**src/lts_pkg.sv**
```systemverilog
// ----------------------------------------------------------------------------
// LRU timestamp slot table package
// Shared types and constants for the slot table controller, its stamp memory
// and the stream wrapper.
// ----------------------------------------------------------------------------
package lts_pkg;

    localparam int STAMP_W = 64;
    localparam int IDX_W   = 6;
    localparam int RESCALE_SHIFT = 48;
    localparam logic [STAMP_W-1:0] RESCALE_LIMIT = 64'h0FFF_FFFF_FFFF_FFFF;

    typedef enum logic [1:0] {
        CMD_ADD    = 2'd0,
        CMD_REMOVE = 2'd1,
        CMD_USE    = 2'd2,
        CMD_FIND   = 2'd3
    } t_cmd;

    typedef enum logic [1:0] {
        ST_OK    = 2'd0,
        ST_RANGE = 2'd1,
        ST_FULL  = 2'd2
    } t_status;

    typedef enum logic [2:0] {
        S_IDLE,
        S_TRIM_RD,
        S_TRIM_CHK,
        S_SCAN,
        S_USE_RD,
        S_USE_WR,
        S_FIND_WR,
        S_DONE
    } t_state;

    // one slot as kept in memory
    typedef struct packed {
        logic               valid;
        logic [STAMP_W-1:0] stamp;
    } t_entry;

    // command item handed to the controller
    typedef struct packed {
        t_cmd             cmd;
        logic [IDX_W-1:0] idx;
        logic             all;
    } t_item;

    // finished result offered by the controller
    typedef struct packed {
        logic             valid;
        logic [IDX_W-1:0] slot;
        t_status          status;
    } t_result;

endpackage

```
**src/lru_timestamp_slot_table.sv**
```systemverilog
// Add, and any out-of-range or full item, go straight from accept to the result.
// Remove clears the mark, then trims trailing free slots off the count; use restamps
// the slot, first rescaling every live stamp when the counter needs it; find scans every
// slot in use. One item at a time: the next item is taken in the cycle after the result
// enters the output register; scans read one slot per cycle.
// Reset clears the count, the counter and the handshake; memory needs no clearing.
// ----------------------------------------------------------------------------
// LRU timestamp slot table
// Slot table with 64-bit recency stamps, a use counter and least-recently-used
// search, kept in a single slot memory behind a stream interface.
// ----------------------------------------------------------------------------
module lru_timestamp_slot_table #(
    parameter int SLOTS = 64
) (
    input  logic       i_clk,
    input  logic       i_rst_n,
    input  logic       i_s_tvalid,
    output logic       o_s_tready,
    input  logic [7:0] i_s_tdata,   // [5:0] slot_index, [6] include_taken, [7] zero
    input  logic [1:0] i_s_tuser,   // [1:0] command
    output logic       o_m_tvalid,
    input  logic       i_m_tready,
    output logic [7:0] o_m_tdata,   // [5:0] result_slot, [7:6] zero
    output logic [1:0] o_m_tuser    // [1:0] status
);
    import lts_pkg::*;

    localparam int AW = (SLOTS > 1) ? $clog2(SLOTS) : 1;

    t_item            w_item;
    t_result          w_res;
    logic             w_res_ready;
    logic             w_we;
    logic [AW-1:0]    w_waddr;
    logic [AW-1:0]    w_raddr;
    t_entry           w_wdata;
    t_entry           w_rdata;

    logic             r_out_vld;
    logic [IDX_W-1:0] r_out_slot;
    t_status          r_out_st;

    // unpack the incoming item
    assign w_item.cmd = t_cmd'(i_s_tuser);
    assign w_item.idx = i_s_tdata[IDX_W-1:0];
    assign w_item.all = i_s_tdata[IDX_W];

    lts_ctrl #(
        .SLOTS (SLOTS)
    ) u_ctrl (
        .i_clk       (i_clk),
        .i_rst_n     (i_rst_n),
        .i_valid     (i_s_tvalid),
        .o_ready     (o_s_tready),
        .i_item      (w_item),
        .o_res       (w_res),
        .i_res_ready (w_res_ready),
        .o_we        (w_we),
        .o_waddr     (w_waddr),
        .o_wdata     (w_wdata),
        .o_raddr     (w_raddr),
        .i_rdata     (w_rdata)
    );

    lts_ram #(
        .DEPTH (SLOTS)
    ) u_ram (
        .i_clk   (i_clk),
        .i_we    (w_we),
        .i_waddr (w_waddr),
        .i_wdata (w_wdata),
        .i_raddr (w_raddr),
        .o_rdata (w_rdata)
    );

    // output register: free when empty or being taken
    assign w_res_ready = !r_out_vld || i_m_tready;

    always_ff @(posedge i_clk) begin
        if (!i_rst_n) begin
            r_out_vld <= 1'b0;
        end else if (w_res.valid && w_res_ready) begin
            r_out_vld <= 1'b1;
        end else if (i_m_tready) begin
            r_out_vld <= 1'b0;
        end
    end

    always_ff @(posedge i_clk) begin
        if (w_res.valid && w_res_ready) begin
            r_out_slot <= w_res.slot;
            r_out_st   <= w_res.status;
        end
    end

    assign o_m_tvalid = r_out_vld;
    assign o_m_tdata  = {2'b00, r_out_slot};
    assign o_m_tuser  = r_out_st;

endmodule

```
**src/lts_ram.sv**
```systemverilog
// ----------------------------------------------------------------------------
// Slot memory
// One write port and one read port; read data is registered.
// ----------------------------------------------------------------------------
module lts_ram #(
    parameter int DEPTH = 64
) (
    input  logic                               i_clk,
    input  logic                               i_we,
    input  logic [((DEPTH > 1) ? $clog2(DEPTH) : 1)-1:0] i_waddr,
    input  lts_pkg::t_entry                    i_wdata,
    input  logic [((DEPTH > 1) ? $clog2(DEPTH) : 1)-1:0] i_raddr,
    output lts_pkg::t_entry                    o_rdata
);
    import lts_pkg::*;

    t_entry r_mem [DEPTH];

    // write port
    always_ff @(posedge i_clk) begin
        if (i_we) begin
            r_mem[i_waddr] <= i_wdata;
        end
    end

    // registered read port
    always_ff @(posedge i_clk) begin
        o_rdata <= r_mem[i_raddr];
    end

endmodule

```
**src/lts_ctrl.sv**
```systemverilog
// ----------------------------------------------------------------------------
// Slot table sequencer
// Holds the use counter and slot count, and walks the slot memory for
// trimming, rescaling and the least-recently-used search.
// ----------------------------------------------------------------------------
module lts_ctrl #(
    parameter int SLOTS = 64
) (
    input  logic                               i_clk,
    input  logic                               i_rst_n,
    input  logic                               i_valid,
    output logic                               o_ready,
    input  lts_pkg::t_item                     i_item,
    output lts_pkg::t_result                   o_res,
    input  logic                               i_res_ready,
    output logic                               o_we,
    output logic [((SLOTS > 1) ? $clog2(SLOTS) : 1)-1:0] o_waddr,
    output lts_pkg::t_entry                    o_wdata,
    output logic [((SLOTS > 1) ? $clog2(SLOTS) : 1)-1:0] o_raddr,
    input  lts_pkg::t_entry                    i_rdata
);
    import lts_pkg::*;

    localparam int AW = (SLOTS > 1) ? $clog2(SLOTS) : 1;
    localparam int CW = $clog2(SLOTS + 1);
    localparam int XW = (CW > IDX_W) ? CW : IDX_W;

    t_state              r_state, n_state;
    logic [CW-1:0]       r_cnt, n_cnt;
    logic [STAMP_W-1:0]  r_ctr, n_ctr;
    logic [CW-1:0]       r_ptr, n_ptr;
    logic                r_rd_vld, n_rd_vld;
    logic [AW-1:0]       r_rd_addr, n_rd_addr;
    logic [STAMP_W-1:0]  r_best, n_best;
    logic [AW-1:0]       r_res, n_res;
    logic                r_found, n_found;
    logic                r_zero_vld, n_zero_vld;
    logic                r_all, n_all;
    logic                r_rescale, n_rescale;
    logic [AW-1:0]       r_idx, n_idx;
    logic [IDX_W-1:0]    r_pend_slot, n_pend_slot;
    t_status             r_pend_st, n_pend_st;

    logic                w_in_range;
    logic [CW-1:0]       w_cnt_m1;

    assign w_in_range = XW'(i_item.idx) < XW'(r_cnt);
    assign w_cnt_m1   = r_cnt - CW'(1);

    // control state
    always_ff @(posedge i_clk) begin
        if (!i_rst_n) begin
            r_state  <= S_IDLE;
            r_cnt    <= '0;
            r_ctr    <= '0;
            r_rd_vld <= 1'b0;
        end else begin
            r_state  <= n_state;
            r_cnt    <= n_cnt;
            r_ctr    <= n_ctr;
            r_rd_vld <= n_rd_vld;
        end
    end

    // scan and result payload
    always_ff @(posedge i_clk) begin
        r_ptr       <= n_ptr;
        r_rd_addr   <= n_rd_addr;
        r_best      <= n_best;
        r_res       <= n_res;
        r_found     <= n_found;
        r_zero_vld  <= n_zero_vld;
        r_all       <= n_all;
        r_rescale   <= n_rescale;
        r_idx       <= n_idx;
        r_pend_slot <= n_pend_slot;
        r_pend_st   <= n_pend_st;
    end

    // next state, memory requests and result
    always_comb begin
        n_state     = r_state;
        n_cnt       = r_cnt;
        n_ctr       = r_ctr;
        n_ptr       = r_ptr;
        n_rd_vld    = 1'b0;
        n_rd_addr   = r_rd_addr;
        n_best      = r_best;
        n_res       = r_res;
        n_found     = r_found;
        n_zero_vld  = r_zero_vld;
        n_all       = r_all;
        n_rescale   = r_rescale;
        n_idx       = r_idx;
        n_pend_slot = r_pend_slot;
        n_pend_st   = r_pend_st;
        o_ready     = 1'b0;
        o_we        = 1'b0;
        o_waddr     = '0;
        o_wdata     = '0;
        o_raddr     = r_ptr[AW-1:0];
        o_res.valid  = 1'b0;
        o_res.slot   = r_pend_slot;
        o_res.status = r_pend_st;

        case (r_state)
            S_IDLE: begin
                o_ready = 1'b1;
                if (i_valid) begin
                    n_pend_slot = '0;
                    n_pend_st   = ST_OK;
                    n_state     = S_DONE;
                    case (i_item.cmd)
                        CMD_ADD: begin
                            if (r_cnt == CW'(SLOTS)) begin
                                n_pend_st = ST_FULL;
                            end else begin
                                o_we          = 1'b1;
                                o_waddr       = r_cnt[AW-1:0];
                                o_wdata.valid = 1'b1;
                                o_wdata.stamp = r_ctr + STAMP_W'(1);
                                n_ctr         = r_ctr + STAMP_W'(1);
                                n_cnt         = r_cnt + CW'(1);
                                n_pend_slot   = IDX_W'(r_cnt);
                            end
                        end
                        CMD_REMOVE: begin
                            if (!w_in_range) begin
                                n_pend_st = ST_RANGE;
                            end else begin
                                // clear the mark, then trim the tail
                                o_we    = 1'b1;
                                o_waddr = AW'(i_item.idx);
                                n_state = S_TRIM_RD;
                            end
                        end
                        CMD_USE: begin
                            if (!w_in_range) begin
                                n_pend_st = ST_RANGE;
                            end else begin
                                n_idx = AW'(i_item.idx);
                                if (r_ctr > RESCALE_LIMIT) begin
                                    n_ctr     = r_ctr >> RESCALE_SHIFT;
                                    n_rescale = 1'b1;
                                    n_ptr     = '0;
                                    n_state   = S_SCAN;
                                end else begin
                                    n_state = S_USE_RD;
                                end
                            end
                        end
                        CMD_FIND: begin
                            n_best     = r_ctr;
                            n_res      = '0;
                            n_found    = 1'b0;
                            n_zero_vld = 1'b0;
                            n_all      = i_item.all;
                            n_rescale  = 1'b0;
                            n_ptr      = '0;
                            n_state    = S_SCAN;
                        end
                        default: begin
                            n_state = S_DONE;
                        end
                    endcase
                end
            end

            // fetch the last counted slot
            S_TRIM_RD: begin
                if (r_cnt == '0) begin
                    n_state = S_DONE;
                end else begin
                    o_raddr = w_cnt_m1[AW-1:0];
                    n_state = S_TRIM_CHK;
                end
            end

            // stop at a valid slot, otherwise drop it from the count
            S_TRIM_CHK: begin
                if (i_rdata.valid) begin
                    n_state = S_DONE;
                end else begin
                    n_cnt   = w_cnt_m1;
                    n_state = S_TRIM_RD;
                end
            end

            // stream every counted slot through the read port
            S_SCAN: begin
                if (r_ptr != r_cnt) begin
                    o_raddr   = r_ptr[AW-1:0];
                    n_rd_vld  = 1'b1;
                    n_rd_addr = r_ptr[AW-1:0];
                    n_ptr     = r_ptr + CW'(1);
                end
                if (r_rd_vld) begin
                    if (r_rescale) begin
                        if (i_rdata.valid) begin
                            o_we          = 1'b1;
                            o_waddr       = r_rd_addr;
                            o_wdata.valid = 1'b1;
                            o_wdata.stamp = (i_rdata.stamp >> RESCALE_SHIFT)
                                            + STAMP_W'(1);
                        end
                    end else begin
                        if (r_rd_addr == '0) begin
                            n_zero_vld = i_rdata.valid;
                        end
                        if (i_rdata.valid && (i_rdata.stamp < r_best) &&
                            (r_all || (i_rdata.stamp != '0))) begin
                            n_best  = i_rdata.stamp;
                            n_res   = r_rd_addr;
                            n_found = 1'b1;
                        end
                    end
                end
                // leave once issue is done and the last write has landed
                if ((r_ptr == r_cnt) && !r_rd_vld) begin
                    n_state = r_rescale ? S_USE_RD : S_FIND_WR;
                end
            end

            S_USE_RD: begin
                o_raddr = r_idx;
                n_state = S_USE_WR;
            end

            // restamp, keep the valid mark
            S_USE_WR: begin
                o_we          = 1'b1;
                o_waddr       = r_idx;
                o_wdata.valid = i_rdata.valid;
                o_wdata.stamp = r_ctr + STAMP_W'(1);
                n_ctr         = r_ctr + STAMP_W'(1);
                n_state       = S_DONE;
            end

            // unless taken slots are included, claim the chosen slot by zeroing its stamp
            S_FIND_WR: begin
                if (!r_all) begin
                    o_we          = 1'b1;
                    o_waddr       = r_res;
                    o_wdata.valid = r_found ? 1'b1 : r_zero_vld;
                    o_wdata.stamp = '0;
                end
                n_pend_slot = IDX_W'(r_res);
                n_state     = S_DONE;
            end

            S_DONE: begin
                o_res.valid = 1'b1;
                if (i_res_ready) begin
                    n_state = S_IDLE;
                end
            end

            default: begin
                n_state = S_IDLE;
            end
        endcase
    end

endmodule

```
**config.mk**
```make
export PLATFORM = sky130hd
export DESIGN_NAME = lru_timestamp_slot_table
export DESIGN_NICKNAME = d
export VERILOG_FILES = /design/src/lts_pkg.sv /design/src/lru_timestamp_slot_table.sv /design/src/lts_ram.sv /design/src/lts_ctrl.sv
export SDC_FILE = /design/constraint.sdc
export NUM_CORES = 2
export LEC_CHECK = 0
export BUFFER_PORTS_ARGS = -buffer_cell sky130_fd_sc_hd__clkbuf_2
export CAP_MARGIN = 10
export CORE_UTILIZATION = 59
export CTS_BUF_LIST = sky130_fd_sc_hd__clkbuf_2 sky130_fd_sc_hd__clkbuf_4 sky130_fd_sc_hd__clkbuf_8
export CTS_CLUSTER_SIZE = 20
export DETAILED_ROUTE_END_ITERATION = 7
export PLACE_DENSITY_LB_ADDON = 0.25
export REMOVE_ABC_BUFFERS = 1
export SYNTH_ARGS = -nofsm -noshare
export SYNTH_HDL_FRONTEND = slang
export SYNTH_MEMORY_MAX_BITS = 65536
export SYNTH_SLANG_ARGS = --single-unit
```
**constraint.sdc**
```tcl
create_clock -name i_clk -period 5.5 [get_ports i_clk]
set_input_delay 0.275 -clock i_clk [delete_from_list [all_inputs] [get_ports i_clk]]
set_output_delay 0.275 -clock i_clk [all_outputs]
set_load 0.01 [all_outputs]
```
==> impl_metrics.csv <==
group,metric,value,unit
status,outcome,"finished clean",
global_route,grt_pass1_wl,744400,um
global_route,grt_overflow,0,
finish,multiInputGateArea,43160,um^2
synth,synth-seq-cells,4410,
worst_setup_path,slowest_stage,"a22o_4",
power,switching_share,0.4057,
sta,drv_slew,0,
route,first_pass_iters,7,
global_route,grt.met1_usage,0.4573,
sta,relSlewSlack,0.1465,
synth,synth_edf_count,4269,
global_route,antenna_found_initial,28,
worst_setup_path,worst-setup-path-type,"flop to flop",
floorplanning,initial_core_util,0.5943,
min_path,worstHoldPathType,"input pin to flop",
synth,synth_top_area_cell,"edfxtp_1",
synth,netlist_instances,11650,
worst_setup_path,setup.worst_path.start_class,"flop",
synth,syn_area_per_cell,15.16,um^2
floorplanning,die_y,549.2,um
flow_run,maxCapViolations,0,
synth,synthArstFlopShare,0,
global_route,grt_usage,0.3453,
global_route,grt_util_met3,0.08652,
synth,synth.top_cell.area_share,0.7256,
global_route,busiest_layer,"met2",
route,wire_per_inst,31.54,um
sta,min_period,5.201,ns
global_route,grt_max_degree,105,
worst_setup_path,end_kind,"flop",
sta,hold_viol_final,0,
clock_network,cts_root_buffer,"clkbuf_8",
power,power,117.4,mW
worst_setup_path,crit_path_max_incr_delay,0.75,ns
route,vias_per_cell,6.657,
worst_setup_path,critPathBufInv,5,
clock_network,htree_levels,6,
clock_network,clk_pin_slew,0.06,ns
route,drc,0,
finish,regArea,131000,um^2
sta,skew,0.09560,ns
synth,ys_types,87,
placed_design,io_buffers,22,
power,clockPowerShare,0.236,
clock_network,insertion_delay,1.28,ns
sta,setup_tns,0,ns
route,drtAntennaViolNets,0,
worst_setup_path,critical-path-top-cell-by-count,"buf_4",
global_route,grt_pass1_vias,108300,
worst_setup_path,crit_family,"compound AO/OA/AOI/OAI gates",
clock_network,numCtsBuffers,689,
synth,synthFlopType,"edfxtp_1",
power,pwr_density_cell,586.2,nW/um^2
worst_setup_path,path_max_fanout,46,
synth,ys_seq_area_frac,0.7416,
power,internal-power,69.79,mW
power,seq_power_share,0.328,
worst_setup_path,critical_path.cell_chain,"inv_1 > ha_1 > nor4b_4 > a22o_4 > nor3_4 > buf_12 > buf_4 > nand2_1 > a21oi_1 > o41ai_1 > buf_4 > o211a_1 > a211oi_1 > buf_4",
sta,rsz0062_at_grt,"false",
synth,ys_top_cells_by_area,"edfxtp_1 73%, mux2i_1 4.7%, nand2_1 4.3%",
placed_design,placed_cell_area,186200,um^2
clock_network,cts_max_path_buffers,4,
sta,fmaxAchievable,192.3,MHz
floorplanning,core,297300,um^2
sta,setup_viol,0,
power,p_leak,69.37,nW
route,drt_iter0_markers,15760,
sta,holdWs,0.2003,ns
floorplanning,die_area,301600,um^2
worst_setup_path,cp_data_required_time,6.63,ns
global_route,met2_usage,0.5339,
power,vdd_drop_max,0.0009104,V
route,vias,111000,
placed_design,place_hpwl,303700,um
floorplanning,die_w,549.2,um
route,drt-total-wl,525800,um
finish,layout-drive-gt1-share,0.1665,
worst_setup_path,cp.arrival,6.33,ns
power,p_switching,47.63,mW
floorplanning,rows,200,
finish,syn2layout_area_growth,13.38,%
synth,synth.cell_area,176700,um^2
synth,yosys_warnings,0,
finish,design_area,200300,um^2
clock_network,cts_tree,"built",
placed_design,gp_congestion,0.9449,
floorplanning,io_pins,26,
sta,worst_pin_slew,1.280,ns
sta,finalCritPeriodShare,0.9455,
finish,fillers,19690,
clock_network,cts.sinks,4410,
power,p_comb_frac,0.435,
finish,nets,12280,
cell families after synthesis:
family / Yosys count / share of synthesized area
AO/OA/AOI/OAI: 1689 / 0.06939
XOR/XNOR: 98 / 0.004858
adder cells (fa/ha/maj): 78 / 0.005524
buffers and inverters: 876 / 0.02220
flip-flops: 4410 / 0.7416
multiplexers: 1036 / 0.07112
other: 1 / 0.00002123
AND/OR/NAND/NOR: 3465 / 0.08533
per-stage QoR:
stage	instances	util	setup slack [ns]
after floorplan	10870	-	-49.34
after global placement	15410	0.6265	0.6650
after detailed placement	15410	0.6265	0.4932
after CTS	16660	0.6737	0.4188
after global routing	16670	0.6738	0.2005
final	16670	0.6738	0.2995
Yosys cell counts (19+ instances only):
cell type  count
a32o_1        19
a2111o_1      29
nand2_1     2024
a31oi_1      152
buf_2        225
mux4_2       171
a22oi_1       66
edfxtp_1    4269
o21ai_0      117
clkbuf_1     435
a21o_1        40
nor3_1        52
inv_1         87
nor4_1        70
o221ai_1      34
o31a_1        29
o31ai_1       55
a211oi_1     144
o2111ai_1     40
a21oi_1      311
a311oi_1      19
dfxtp_1      141
nand3_1      853
xnor2_1       45
xor2_1        53
nand4_1       68
and3_1        33
a32oi_1       89
and2_1        53
o22ai_1      149
buf_4         72
o2111a_1      34
ha_1          78
nor2_1       231
o211a_1       24
mux2i_1      821
a2111oi_0     44
buf_1         44
o211ai_1      58
o311a_1       52
a221oi_1     102
mux2_2        44
timing repair:
| action | 4_1_cts | 5_1_grt |
|---|---|---|
| setup buffers | 0 | 0 |
| hold buffers | 25 | 0 |
| gates resized for setup | 0 | 0 |
| endpoints found under the hold margin | 73 | 0 |
power groups by stage:
stage | combinational, mW | sequential [mW] | clock [mW]
final | 51.1 | 38.6 | 27.7
after floorplan | 19.1 | 38.6 | 0
after detailed placement | 49.6 | 39.2 | 0
after CTS | 49.9 | 38.5 | 27.9
after global placement | 48.9 | 39.2 | 0
after global routing | 53.4 | 38.5 | 29.3
final cells by class:
type                            count  area share
Sequential cell                  4410      0.6540
Timing Repair Buffer              627     0.03521
Inverter                           89    0.001674
Clock buffer                      962     0.05844
Multi-Input combinational cell   6368      0.2154
Tap cell                         3939     0.02460
Clock inverter                    262     0.01042
Antenna cell                       15   0.0001874
final timing paths:
kind              slack (ns)                end                   from  cells past startpoint
setup / recovery        0.30  u_ram.o_rdata[60]        u_ctrl.r_cnt[0]                     14
hold / removal          0.20  u_ctrl.r_state[2]                i_rst_n                      3
setup reg to reg        0.30  u_ram.o_rdata[60]        u_ctrl.r_cnt[0]                     14
hold reg to reg         0.42      r_out_slot[2]  u_ctrl.r_pend_slot[2]                      0
flip-flops by register name (all words and copies together) (netlist names), 2 cells and up:
name and count:
o_m_tuser 2, r_out_slot 6, u_ctrl.r_best 64, u_ctrl.r_cnt 7
u_ctrl.r_ctr 64, u_ctrl.r_idx 6, u_ctrl.r_pend_slot 6, u_ctrl.r_pend_st 2
u_ctrl.r_ptr 7, u_ctrl.r_rd_addr 6, u_ctrl.r_res 6, u_ctrl.r_state 3
u_ram.o_rdata 65, u_ram.r_mem 4160
per-layer routing:
metal | part of all wire | wire (um)
met3 | 0.12 | 65470
met4 | 0.057 | 29790
met2 | 0.46 | 241000
met1 | 0.36 | 189500
met5 | 0.00012 | 64
cell usage in the layout, fill, tap and decap left out, types with 130 or more instances in the layout:
| master | n |
|---|---|
| edfxtp_1 | 4269 |
| nand2_1 | 2016 |
| nand3_1 | 850 |
| mux2i_1 | 821 |
| clkbuf_8 | 717 |
| buf_4 | 393 |
| a21oi_1 | 308 |
| clkbuf_4 | 245 |
| buf_12 | 187 |
| mux4_2 | 171 |
| a31oi_1 | 152 |
| a211oi_1 | 143 |
| dfxtp_1 | 141 |
| o22ai_1 | 134 |
| clkinv_1 | 130 |
worst reg2reg max path, delay by kind of cell, from the launching register on:
kind                       cells  cell delay (ns)
AOI/OAI and AO/OA              5             2.19
adders and majority gates      1             0.26
buffers and inverters          5             1.17
DFF                            1             0.40
and+or+nand+nor                3             1.07
Note: power is estimated with default switching activity, not from simulation.
